==> config.mk <==
export PLATFORM = sky130hd
export DESIGN_NAME = signed_int_to_digit_writes
export DESIGN_NICKNAME = d
export VERILOG_FILES = /design/src/sv/sitd_pkg.sv /design/src/sv/sitd_bcd.sv /design/src/sv/signed_int_to_digit_writes.sv
export SDC_FILE = /design/constraint.sdc
export NUM_CORES = 1
export LEC_CHECK = 0
export BUFFER_PORTS_ARGS = -buffer_cell sky130_fd_sc_hd__buf_2
export CELL_PAD_IN_SITES_DETAIL_PLACEMENT = 0
export CELL_PAD_IN_SITES_GLOBAL_PLACEMENT = 1
export CORE_UTILIZATION = 46
export CTS_CLUSTER_DIAMETER = 40
export DETAILED_ROUTE_END_ITERATION = 12
export PLACE_DENSITY_LB_ADDON = 0.1
export SYNTH_ARGS = -nofsm -noshare
export SYNTH_HDL_FRONTEND = slang
export SYNTH_SLANG_ARGS = --single-unit
==> constraint.sdc <==
create_clock -name i_clk -period 4 [get_ports i_clk]
set_input_delay 0.6 -clock i_clk [delete_from_list [all_inputs] [get_ports i_clk]]
set_output_delay 0.6 -clock i_clk [all_outputs]
set_load 0.02 [all_outputs]
==> src/sv/sitd_pkg.sv <==
// package for the signed integer to digit-register write block
// holds request and result types, display codes and sizing constants
// used by sitd_bcd and signed_int_to_digit_writes
package sitd_pkg;

    localparam int NUM_DIGITS_DEF = 8;
    localparam int NUMBER_W       = 32;
    localparam int BCD_DIGITS     = 10;
    localparam int BCD_W          = 4 * BCD_DIGITS;
    localparam int CNT_W          = $clog2(NUMBER_W);
    localparam int DISP_W         = 3;
    localparam int REG_W          = 4;
    localparam int CODE_W         = 4;

    localparam logic [CODE_W-1:0] CODE_ZERO  = 4'h0;
    localparam logic [CODE_W-1:0] CODE_MINUS = 4'hA;
    localparam logic [CODE_W-1:0] CODE_BLANK = 4'hF;

    typedef struct packed {
        logic [DISP_W-1:0]          display_id;
        logic signed [NUMBER_W-1:0] number;
        logic                       zero_fill;
    } t_req;

    typedef struct packed {
        logic [DISP_W-1:0] target_display;
        logic [REG_W-1:0]  digit_register;
        logic [CODE_W-1:0] digit_code;
        logic              last_write;
    } t_result;

    typedef enum logic [2:0] {
        S_IDLE,
        S_CONV,
        S_SIGN,
        S_ONE,
        S_EMIT
    } t_state;

endpackage

==> src/sv/sitd_bcd.sv <==
// iterative binary to bcd converter, one shift and add-3 step per cycle
// depends on sitd_pkg for widths
module sitd_bcd (
    input  logic                            i_clk,
    input  logic                            i_rst_n,
    input  logic                            i_load,
    input  logic [sitd_pkg::NUMBER_W-1:0]   i_value,
    output logic                            o_done,
    output logic [sitd_pkg::BCD_W-1:0]      o_bcd
);

    logic [sitd_pkg::NUMBER_W-1:0] r_bin;
    logic [sitd_pkg::BCD_W-1:0]    r_bcd;
    logic [sitd_pkg::CNT_W-1:0]    r_cnt;
    logic                          r_busy;
    logic                          r_done;
    logic [sitd_pkg::BCD_W-1:0]    adj;

    always_comb begin
        for (int i = 0; i < sitd_pkg::BCD_DIGITS; i++) begin
            if (r_bcd[4*i +: 4] >= 4'd5) begin
                adj[4*i +: 4] = r_bcd[4*i +: 4] + 4'd3;
            end else begin
                adj[4*i +: 4] = r_bcd[4*i +: 4];
            end
        end
    end

    always_ff @(posedge i_clk) begin
        if (!i_rst_n) begin
            r_busy <= 1'b0;
            r_done <= 1'b0;
            r_cnt  <= '0;
        end else begin
            r_done <= 1'b0;
            if (i_load) begin
                r_busy <= 1'b1;
                r_cnt  <= '0;
            end else if (r_busy) begin
                r_cnt <= r_cnt + 1'b1;
                if (r_cnt == sitd_pkg::CNT_W'(sitd_pkg::NUMBER_W - 1)) begin
                    r_busy <= 1'b0;
                    r_done <= 1'b1;
                end
            end
        end
    end

    always_ff @(posedge i_clk) begin
        if (i_load) begin
            r_bin <= i_value;
            r_bcd <= '0;
        end else if (r_busy) begin
            r_bcd <= {adj[sitd_pkg::BCD_W-2:0], r_bin[sitd_pkg::NUMBER_W-1]};
            r_bin <= {r_bin[sitd_pkg::NUMBER_W-2:0], 1'b0};
        end
    end

    assign o_done = r_done;
    assign o_bcd  = r_bcd;

endmodule

==> src/sv/signed_int_to_digit_writes.sv <==
// top level: signed number to a run of code-B digit-register writes
// sequencer around a single bcd converter; depends on sitd_pkg and sitd_bcd
//
// channel   dir  handshake                 payload
// request   in   start high, busy low      i_req    (t_req)
// result    out  o_strobe, one cycle each  o_result (t_result)
//
// after the accepting edge a request is converted in 32 shift-add-3 steps and the
// digits are picked up into a register; then one write per cycle, up to
// NUM_DIGITS writes (a single write for a zero without leading zeros), and the
// sequencer returns to idle, where the next request is taken
// synchronous active-low reset returns the sequencer to idle
// results cannot be stalled; each write is on the ports for one cycle
module signed_int_to_digit_writes #(
    parameter int NUM_DIGITS = sitd_pkg::NUM_DIGITS_DEF
) (
    input  logic              i_clk,
    input  logic              i_rst_n,
    input  logic              start,
    output logic              busy,
    input  sitd_pkg::t_req    i_req,
    output logic              o_strobe,
    output sitd_pkg::t_result o_result
);

    localparam int DW = (NUM_DIGITS > 1) ? $clog2(NUM_DIGITS) : 1;
    localparam logic [DW-1:0] LAST_POS = DW'(NUM_DIGITS - 1);
    localparam logic [DW-1:0] LAST_NEG = DW'(NUM_DIGITS - 2);

    sitd_pkg::t_state r_state, n_state;

    logic [sitd_pkg::DISP_W-1:0] r_disp;
    logic                        r_lz;
    logic                        r_neg;
    logic                        r_zero;
    logic [DW-1:0]               r_digit;
    logic [sitd_pkg::BCD_W-1:0]  r_digits;

    logic                          accept;
    logic [sitd_pkg::NUMBER_W-1:0] mag;
    logic                          conv_done;
    logic [sitd_pkg::BCD_W-1:0]    conv_bcd;
    logic [sitd_pkg::CODE_W-1:0]   fill;
    logic                          emit_last;

    assign accept = start && (r_state == sitd_pkg::S_IDLE);
    assign mag    = i_req.number[sitd_pkg::NUMBER_W-1]
                    ? (sitd_pkg::NUMBER_W'(0) - sitd_pkg::NUMBER_W'(i_req.number))
                    : sitd_pkg::NUMBER_W'(i_req.number);
    assign fill      = r_lz ? sitd_pkg::CODE_ZERO : sitd_pkg::CODE_BLANK;
    assign emit_last = r_neg ? (r_digit == LAST_NEG) : (r_digit == LAST_POS);

    sitd_bcd u_bcd (
        .i_clk   (i_clk),
        .i_rst_n (i_rst_n),
        .i_load  (accept),
        .i_value (mag),
        .o_done  (conv_done),
        .o_bcd   (conv_bcd)
    );

    // next state
    always_comb begin
        n_state = r_state;
        case (r_state)
            sitd_pkg::S_IDLE: begin
                if (start) n_state = sitd_pkg::S_CONV;
            end
            sitd_pkg::S_CONV: begin
                if (conv_done) begin
                    if (r_neg) begin
                        n_state = sitd_pkg::S_SIGN;
                    end else if (r_zero && !r_lz) begin
                        n_state = sitd_pkg::S_ONE;
                    end else begin
                        n_state = sitd_pkg::S_EMIT;
                    end
                end
            end
            sitd_pkg::S_SIGN: n_state = sitd_pkg::S_EMIT;
            sitd_pkg::S_ONE:  n_state = sitd_pkg::S_IDLE;
            sitd_pkg::S_EMIT: begin
                if (emit_last) n_state = sitd_pkg::S_IDLE;
            end
            default: n_state = sitd_pkg::S_IDLE;
        endcase
    end

    // outputs
    always_comb begin
        busy                    = 1'b1;
        o_strobe                = 1'b0;
        o_result.target_display = r_disp;
        o_result.digit_register = sitd_pkg::REG_W'(r_digit) + 1'b1;
        o_result.digit_code     = (r_digits != '0) ? r_digits[sitd_pkg::CODE_W-1:0] : fill;
        o_result.last_write     = 1'b0;
        case (r_state)
            sitd_pkg::S_IDLE: busy = 1'b0;
            sitd_pkg::S_CONV: busy = 1'b1;
            sitd_pkg::S_SIGN: begin
                o_strobe                = 1'b1;
                o_result.digit_register = sitd_pkg::REG_W'(NUM_DIGITS);
                o_result.digit_code     = sitd_pkg::CODE_MINUS;
            end
            sitd_pkg::S_ONE: begin
                o_strobe                = 1'b1;
                o_result.digit_register = sitd_pkg::REG_W'(1);
                o_result.digit_code     = sitd_pkg::CODE_ZERO;
                o_result.last_write     = 1'b1;
            end
            sitd_pkg::S_EMIT: begin
                o_strobe            = 1'b1;
                o_result.last_write = emit_last;
            end
            default: busy = 1'b0;
        endcase
    end

    always_ff @(posedge i_clk) begin
        if (!i_rst_n) begin
            r_state <= sitd_pkg::S_IDLE;
        end else begin
            r_state <= n_state;
        end
    end

    always_ff @(posedge i_clk) begin
        if (accept) begin
            r_disp <= i_req.display_id;
            r_lz   <= i_req.zero_fill;
            r_neg  <= i_req.number[sitd_pkg::NUMBER_W-1];
            r_zero <= (i_req.number == '0);
        end
        if (r_state == sitd_pkg::S_CONV) begin
            r_digit  <= '0;
            r_digits <= conv_bcd;
        end else if (r_state == sitd_pkg::S_EMIT) begin
            r_digit  <= r_digit + 1'b1;
            r_digits <= {4'h0, r_digits[sitd_pkg::BCD_W-1:4]};
        end
    end

endmodule
* Word-level counts from Yosys, hierarchy flattened
Cells that the tools add are included.
** Storage, ports and cells
- Logic and storage cells :: 93
- Bits in registers :: 131
- Input port bits :: 39
- Output and inout port bits :: 14
** Operators by class
- Eq/ne operators :: 10
- Muxes and demuxes :: 32
- Order comparisons :: 10
- Bitwise logic cells :: 2
- Reduce and logical (&&, ||, !) cells :: 13
- Add/subtract/negate cells :: 14
** Operator list (number)
- 32-bit 2-to-1 mux :: 3
- 40-bit 2-to-1 mux :: 2
- 4-bit 2-to-1 mux :: 11
- 4-bit by 3-bit >= comparator with 1-bit output (second input constant) :: 10
- 40-bit nonzero test :: 1
- 4-bit by 2-bit adder with 4-bit output (second input constant) :: 9
- 32-bit zero test :: 1
- 1-bit by 32-bit subtractor with 32-bit output (first input constant) :: 1
- 3-bit 2-to-1 mux :: 6
- 8-bit case mux with 2 select lines :: 1
- 3-bit case mux with 4 select lines :: 1
- 3-bit equality test (second input constant) :: 3
- 1-bit 2-to-1 mux :: 7
- 3-bit by 2-bit equality test with 1-bit output (second input constant) :: 2
- 3-bit OR reduction :: 2
- 5-bit by 1-bit adder with 5-bit output (second input constant) :: 1
- 5-bit equality test (second input constant) :: 1
- 3-bit by 1-bit adder with 4-bit output (second input constant) :: 1
- 2-bit inequality test (second input constant) :: 2
- 2-bit nonzero test :: 2
- 4-bit OR reduction :: 1
- 3-bit by 1-bit adder with 3-bit output (second input constant) :: 1
- 3-bit by 2-bit adder with 3-bit output (second input constant) :: 1
- 3-bit by 1-bit equality test with 1-bit output (second input constant) :: 1
- 8 further kinds :: 10

* Depth between registers and ports, before layout
- Depth after elaboration :: 6
- Gate-level depth with buffers :: 7
- Depth with buffers taken out :: 7

* Hierarchy
From an unflattened synthesis, not the netlist that was laid out.
** Unflattened totals
- Cells, all modules :: 666
- Area total of the unflattened synthesis :: 7304.5 um2
** Modules (own cells, without submodules)
- sitd_bcd :: area each 4072.7 um2, sequential area each 1901.8 um2, times used 1, cells each 394
- signed_int_to_digit_writes :: area each 3231.8 um2, sequential area each 1501.4 um2, times used 1, cells each 272

* Least setup slack after synthesis
OpenSTA, ideal clock, no wires.
- Path type :: reg-to-reg
- Start point :: register r_state[0]
- End point :: register r_digits[0] (netlist name), enable pin
- Period minus slack after synthesis :: 3.019 ns
- Data arrival time :: 2.582 ns
- Slack :: 0.981 ns
- Cell stages (with the launch flop) :: 5
- Path buffers :: 2
- Required time :: 3.563 ns
- Library setup time :: 0.437 ns
- Cells stage by stage :: dfxtp_1 -> clkbuf_1 -> clkbuf_1 -> xnor2_1 -> nor2_1
** Between the ends
- Cells in the longest elaborated chain, start to end :: 2
- Elaborated cells on any way between the ends :: 3
- Those cells by class :: 2 x eq/ne; 1 x reduce/logical
** Ends and longest elaborated chain
- from (decl) :: line signed_int_to_digit_writes.sv:30 : sitd_pkg::t_state r_state, n_state;
- from (signal assigned) :: line signed_int_to_digit_writes.sv:121 : r_state <= sitd_pkg::S_IDLE;
- from (signal assigned) :: line signed_int_to_digit_writes.sv:123 : r_state <= n_state;
- 3-bit by 1-bit equality test with 1-bit output or 3-bit equality test (tied branches) :: line signed_int_to_digit_writes.sv:134, signed_int_to_digit_writes.sv:137
- 2-bit nonzero test (no line) (*)
- to (signal assigned) :: line signed_int_to_digit_writes.sv:136 : r_digits <= conv_bcd;
- to (signal assigned) :: line signed_int_to_digit_writes.sv:139 : r_digits <= {4'h0, r_digits[sitd_pkg::BCD_W-1:4]};
- to (decl) :: line signed_int_to_digit_writes.sv:37 : logic [sitd_pkg::BCD_W-1:0] r_digits;
Every way passes the cells marked *; elsewhere a longest branch is shown, timed or not.
A chain may end at the register's enable or synchronous reset.

==> impl_metrics.env <==
export IMPL_pwr_share_comb=0.105
export IMPL_synth_top_cell_by_area="edfxtp_1"
export IMPL_hp_class="in2reg"
export IMPL_synth_edff_count=78
export IMPL_fin_hold_ws_ps=358
export IMPL_status="finished, final reports clean"
export IMPL_yosysWarnings=0
export IMPL_synth_async_reset_ratio=0
export IMPL_fmax_ghz=0.354
export IMPL_layout_setup_ws_ps=1170
export IMPL_finalSetupViolations=0
export IMPL_synth_cells=660
export IMPL_post_dp_hpwl_um=9420
export IMPL_grt_pass1_vias=4769
export IMPL_ios=53
export IMPL_maxCapViolations=0
export IMPL_syn_to_final_growth_pct=15.1
export IMPL_drt_pass1_iter_count=4
export IMPL_cts_hold_buf=0
export IMPL_drc=0
export IMPL_rows=44
export IMPL_drive_above_1_share=0.189
export IMPL_peakVddDrop_mv=0.310
export IMPL_post_place_ws_ps=963
export IMPL_ys_seq_elements=131
export IMPL_drt_iter0_drc=296
export IMPL_final_min_period_over_clock_period=0.707
export IMPL_cts_setup_buffers=0
export IMPL_gr_total_overflow=0
export IMPL_wl_met2_um=6780
export IMPL_path_max_fanout=3
export IMPL_synth_cell_type_count=49
export IMPL_clkTransAtPathRegs_ps=60
export IMPL_finalSetupTns_ps=0
export IMPL_grt_antenna_before_repair=1
export IMPL_tightest_slew_ps=1110
export IMPL_die_area_sq_um=15400
export IMPL_layout_nets=769
export IMPL_cts_max_path_buffers=2
export IMPL_wl_met1_um=6670
export IMPL_instances_no_fill=903
export IMPL_endpoint_kind="output pin"
export IMPL_pwr_share_seq=0.451
export IMPL_fill_cells=1332
export IMPL_relSlewSlack=0.257
export IMPL_synthTopCellsByArea="edfxtp_1, dfxtp_1, mux2_2"
export IMPL_reg2regPathDepth=5
export IMPL_start_util=0.471
export IMPL_worstSetupPathType="reg2out"
export IMPL_power_switching_uw=852
export IMPL_synth_top_area_frac=0.342
export IMPL_dieHeight_um=124
export IMPL_placed_area_sq_um=7280
export IMPL_clkLatencyLatePin_ps=420
export IMPL_r2r_start="r_state[1]"
export IMPL_fin_crit_ps=2830
export IMPL_avgSynthCellArea_sq_um=10.4
export IMPL_slew_violations=0
export IMPL_total_power_mw=3.60
export IMPL_cts_tree="yes"
export IMPL_p_int_mw=2.75
export IMPL_synth_nets=723
export IMPL_cts_root_buf="clkbuf_16"
export IMPL_rsz0062_at_grt="false"
export IMPL_routed_wl_um=14000
export IMPL_final_antenna_net_count=0
export IMPL_htreeDepth=4
export IMPL_worstPathRequired_ps=3400
export IMPL_finalClockSkew_ps=5.47
export IMPL_cp_arrival_ps=2230
export IMPL_grt_max_degree=67
export IMPL_routed_top_layer="met5"
export IMPL_n_antenna_cell=0
export IMPL_syn_cell_area_sq_um=6850
export IMPL_dp_cells=871
export IMPL_hold_viol=0
export IMPL_ctsResizeCount=0
export IMPL_grt_usage=0.201
export IMPL_setup_worst_path_start="r_digits[21]"
export IMPL_yosysSeqAreaShare=0.497
export IMPL_cp_start_kind="register"
export IMPL_io_buffers=52
export IMPL_powerDensity_nw_per_um2=456
export IMPL_clock_sinks=131
export IMPL_viasPerCell=5.42
export IMPL_rrSetupSlack_ps=1580
export IMPL_vias=4895
export IMPL_cts_made_buffers=17
export IMPL_utilization=0.542
export IMPL_switching_share=0.237
export IMPL_power_leakage_nw=3.01
export IMPL_p_clk_frac=0.444
export IMPL_worst_r2r_endpoint="u_bcd.o_bcd[24]"
export IMPL_wl_per_cell_um=15.6
export IMPL_grt_pass1_wl_um=23600
export IMPL_fin_area_sq_um=7880
export IMPL_synth_ff_type="edfxtp_1"
export IMPL_route_met3_wl_um=412
export IMPL_core_sq_um=14500
export IMPL_gp_congestion=0.768
export IMPL_die_w_um=124
export IMPL_cp_endpoint="o_result[2]"
power by group through the flow:
stage | registers (mW) | logic, mW | clock network, mW
2_1_floorplan | 1.63 | 0.282 | 0
3_3_place_gp | 1.65 | 0.367 | 0
3_5_place_dp | 1.65 | 0.383 | 0
4_1_cts | 1.62 | 0.385 | 1.63
5_1_grt | 1.64 | 0.430 | 1.68
6_report | 1.62 | 0.378 | 1.60
routing by layer:
metal / vias up / GRT usage
met3: 19 / 0.0513
li1: 2485 / -
met2: 59 / 0.334
met1: 2330 / 0.253
met5: - / 0
met4: 2 / 0.0655
sequential cells by signal (all words and copies together), names as in the netlist:
register / cells
r_digits: 40
u_bcd.r_busy: 1
u_bcd.o_bcd: 40
u_bcd.r_cnt: 5
r_digit: 3
r_disp: 3
r_zero: 1
u_bcd.r_bin: 32
r_lz: 1
r_state: 3
u_bcd.o_done: 1
r_neg: 1
cell families (layout without fill, tap and decap cells):
kind of cell	Yosys count	in the layout	synth area share
compound gates	136	136	0.122
xor+xnor	48	48	0.0614
fa+ha+maj	24	24	0.0439
buf+inv	58	117	0.0325
flops	131	131	0.497
mux	66	66	0.103
simple gates	197	197	0.140
cells in the mapped netlist, types with 2 or more instances:
| library cell | instances |
|---|---|
| ha_1 | 24 |
| nand2_1 | 65 |
| nand3_1 | 18 |
| o21a_1 | 3 |
| or2_2 | 3 |
| mux2_2 | 36 |
| o21ai_0 | 59 |
| clkbuf_1 | 25 |
| o41ai_2 | 3 |
| o41ai_1 | 7 |
| nor3_1 | 7 |
| nor2b_1 | 4 |
| nand2b_1 | 11 |
| a21oi_1 | 34 |
| nor2_1 | 46 |
| xnor2_1 | 18 |
| nor4_1 | 13 |
| nor3b_1 | 6 |
| inv_1 | 27 |
| mux2i_1 | 30 |
| nand4_1 | 5 |
| and3_1 | 5 |
| a211oi_1 | 5 |
| xor2_1 | 30 |
| o21ai_1 | 3 |
| o31ai_1 | 10 |
| edfxtp_1 | 78 |
| o211ai_1 | 5 |
| a21o_1 | 2 |
| dfxtp_1 | 53 |
| or3_1 | 3 |
| nand4b_1 | 2 |
| buf_2 | 4 |
how the worst min path moves through the flow:
stage / startpoint / end / slack [ps] / depth (start not counted)
final: i_req[35] / r_disp[2] / 360 / 1
after global routing: i_req[33] / r_disp[0] / 340 / 1
after CTS: i_req[35] / r_disp[2] / 340 / 1
after detailed placement: u_bcd.o_bcd[39] / u_bcd.o_bcd[39] / 470 / 2
after global placement: u_bcd.o_bcd[39] / u_bcd.o_bcd[39] / 470 / 2
after floorplan: u_bcd.o_bcd[39] / u_bcd.o_bcd[39] / 440 / 2
final cells by class:
class                      instances  area [sq um]  share of cell area
inverter                          28           105              0.0133
multi-input combinational        471          3240               0.411
clock buffer                      22           475              0.0603
timing repair buffer              57           298              0.0378
tap                              184           230              0.0292
sequential                       131          3400               0.432
clock inverter                    10           130              0.0165
placed cells by master, fill, tap and decap left out, drive strengths merged, types with 22 or more instances in the layout:
cell,count
mux2,36
o21ai,62
nand2,65
dfxtp,53
clkbuf,22
buf,57
nor2,46
xor2,30
mux2i,30
edfxtp,78
a21oi,34
ha,24
inv,27
critical path, stage by stage, from the launching register on:
cell and delay, ps:
edfxtp_1 380, nor4_1 370, nand4_1 210, nor3_1 400, or2_2 200, o21a_1 100, buf_2 150
(Power assumes the default switching activity.)
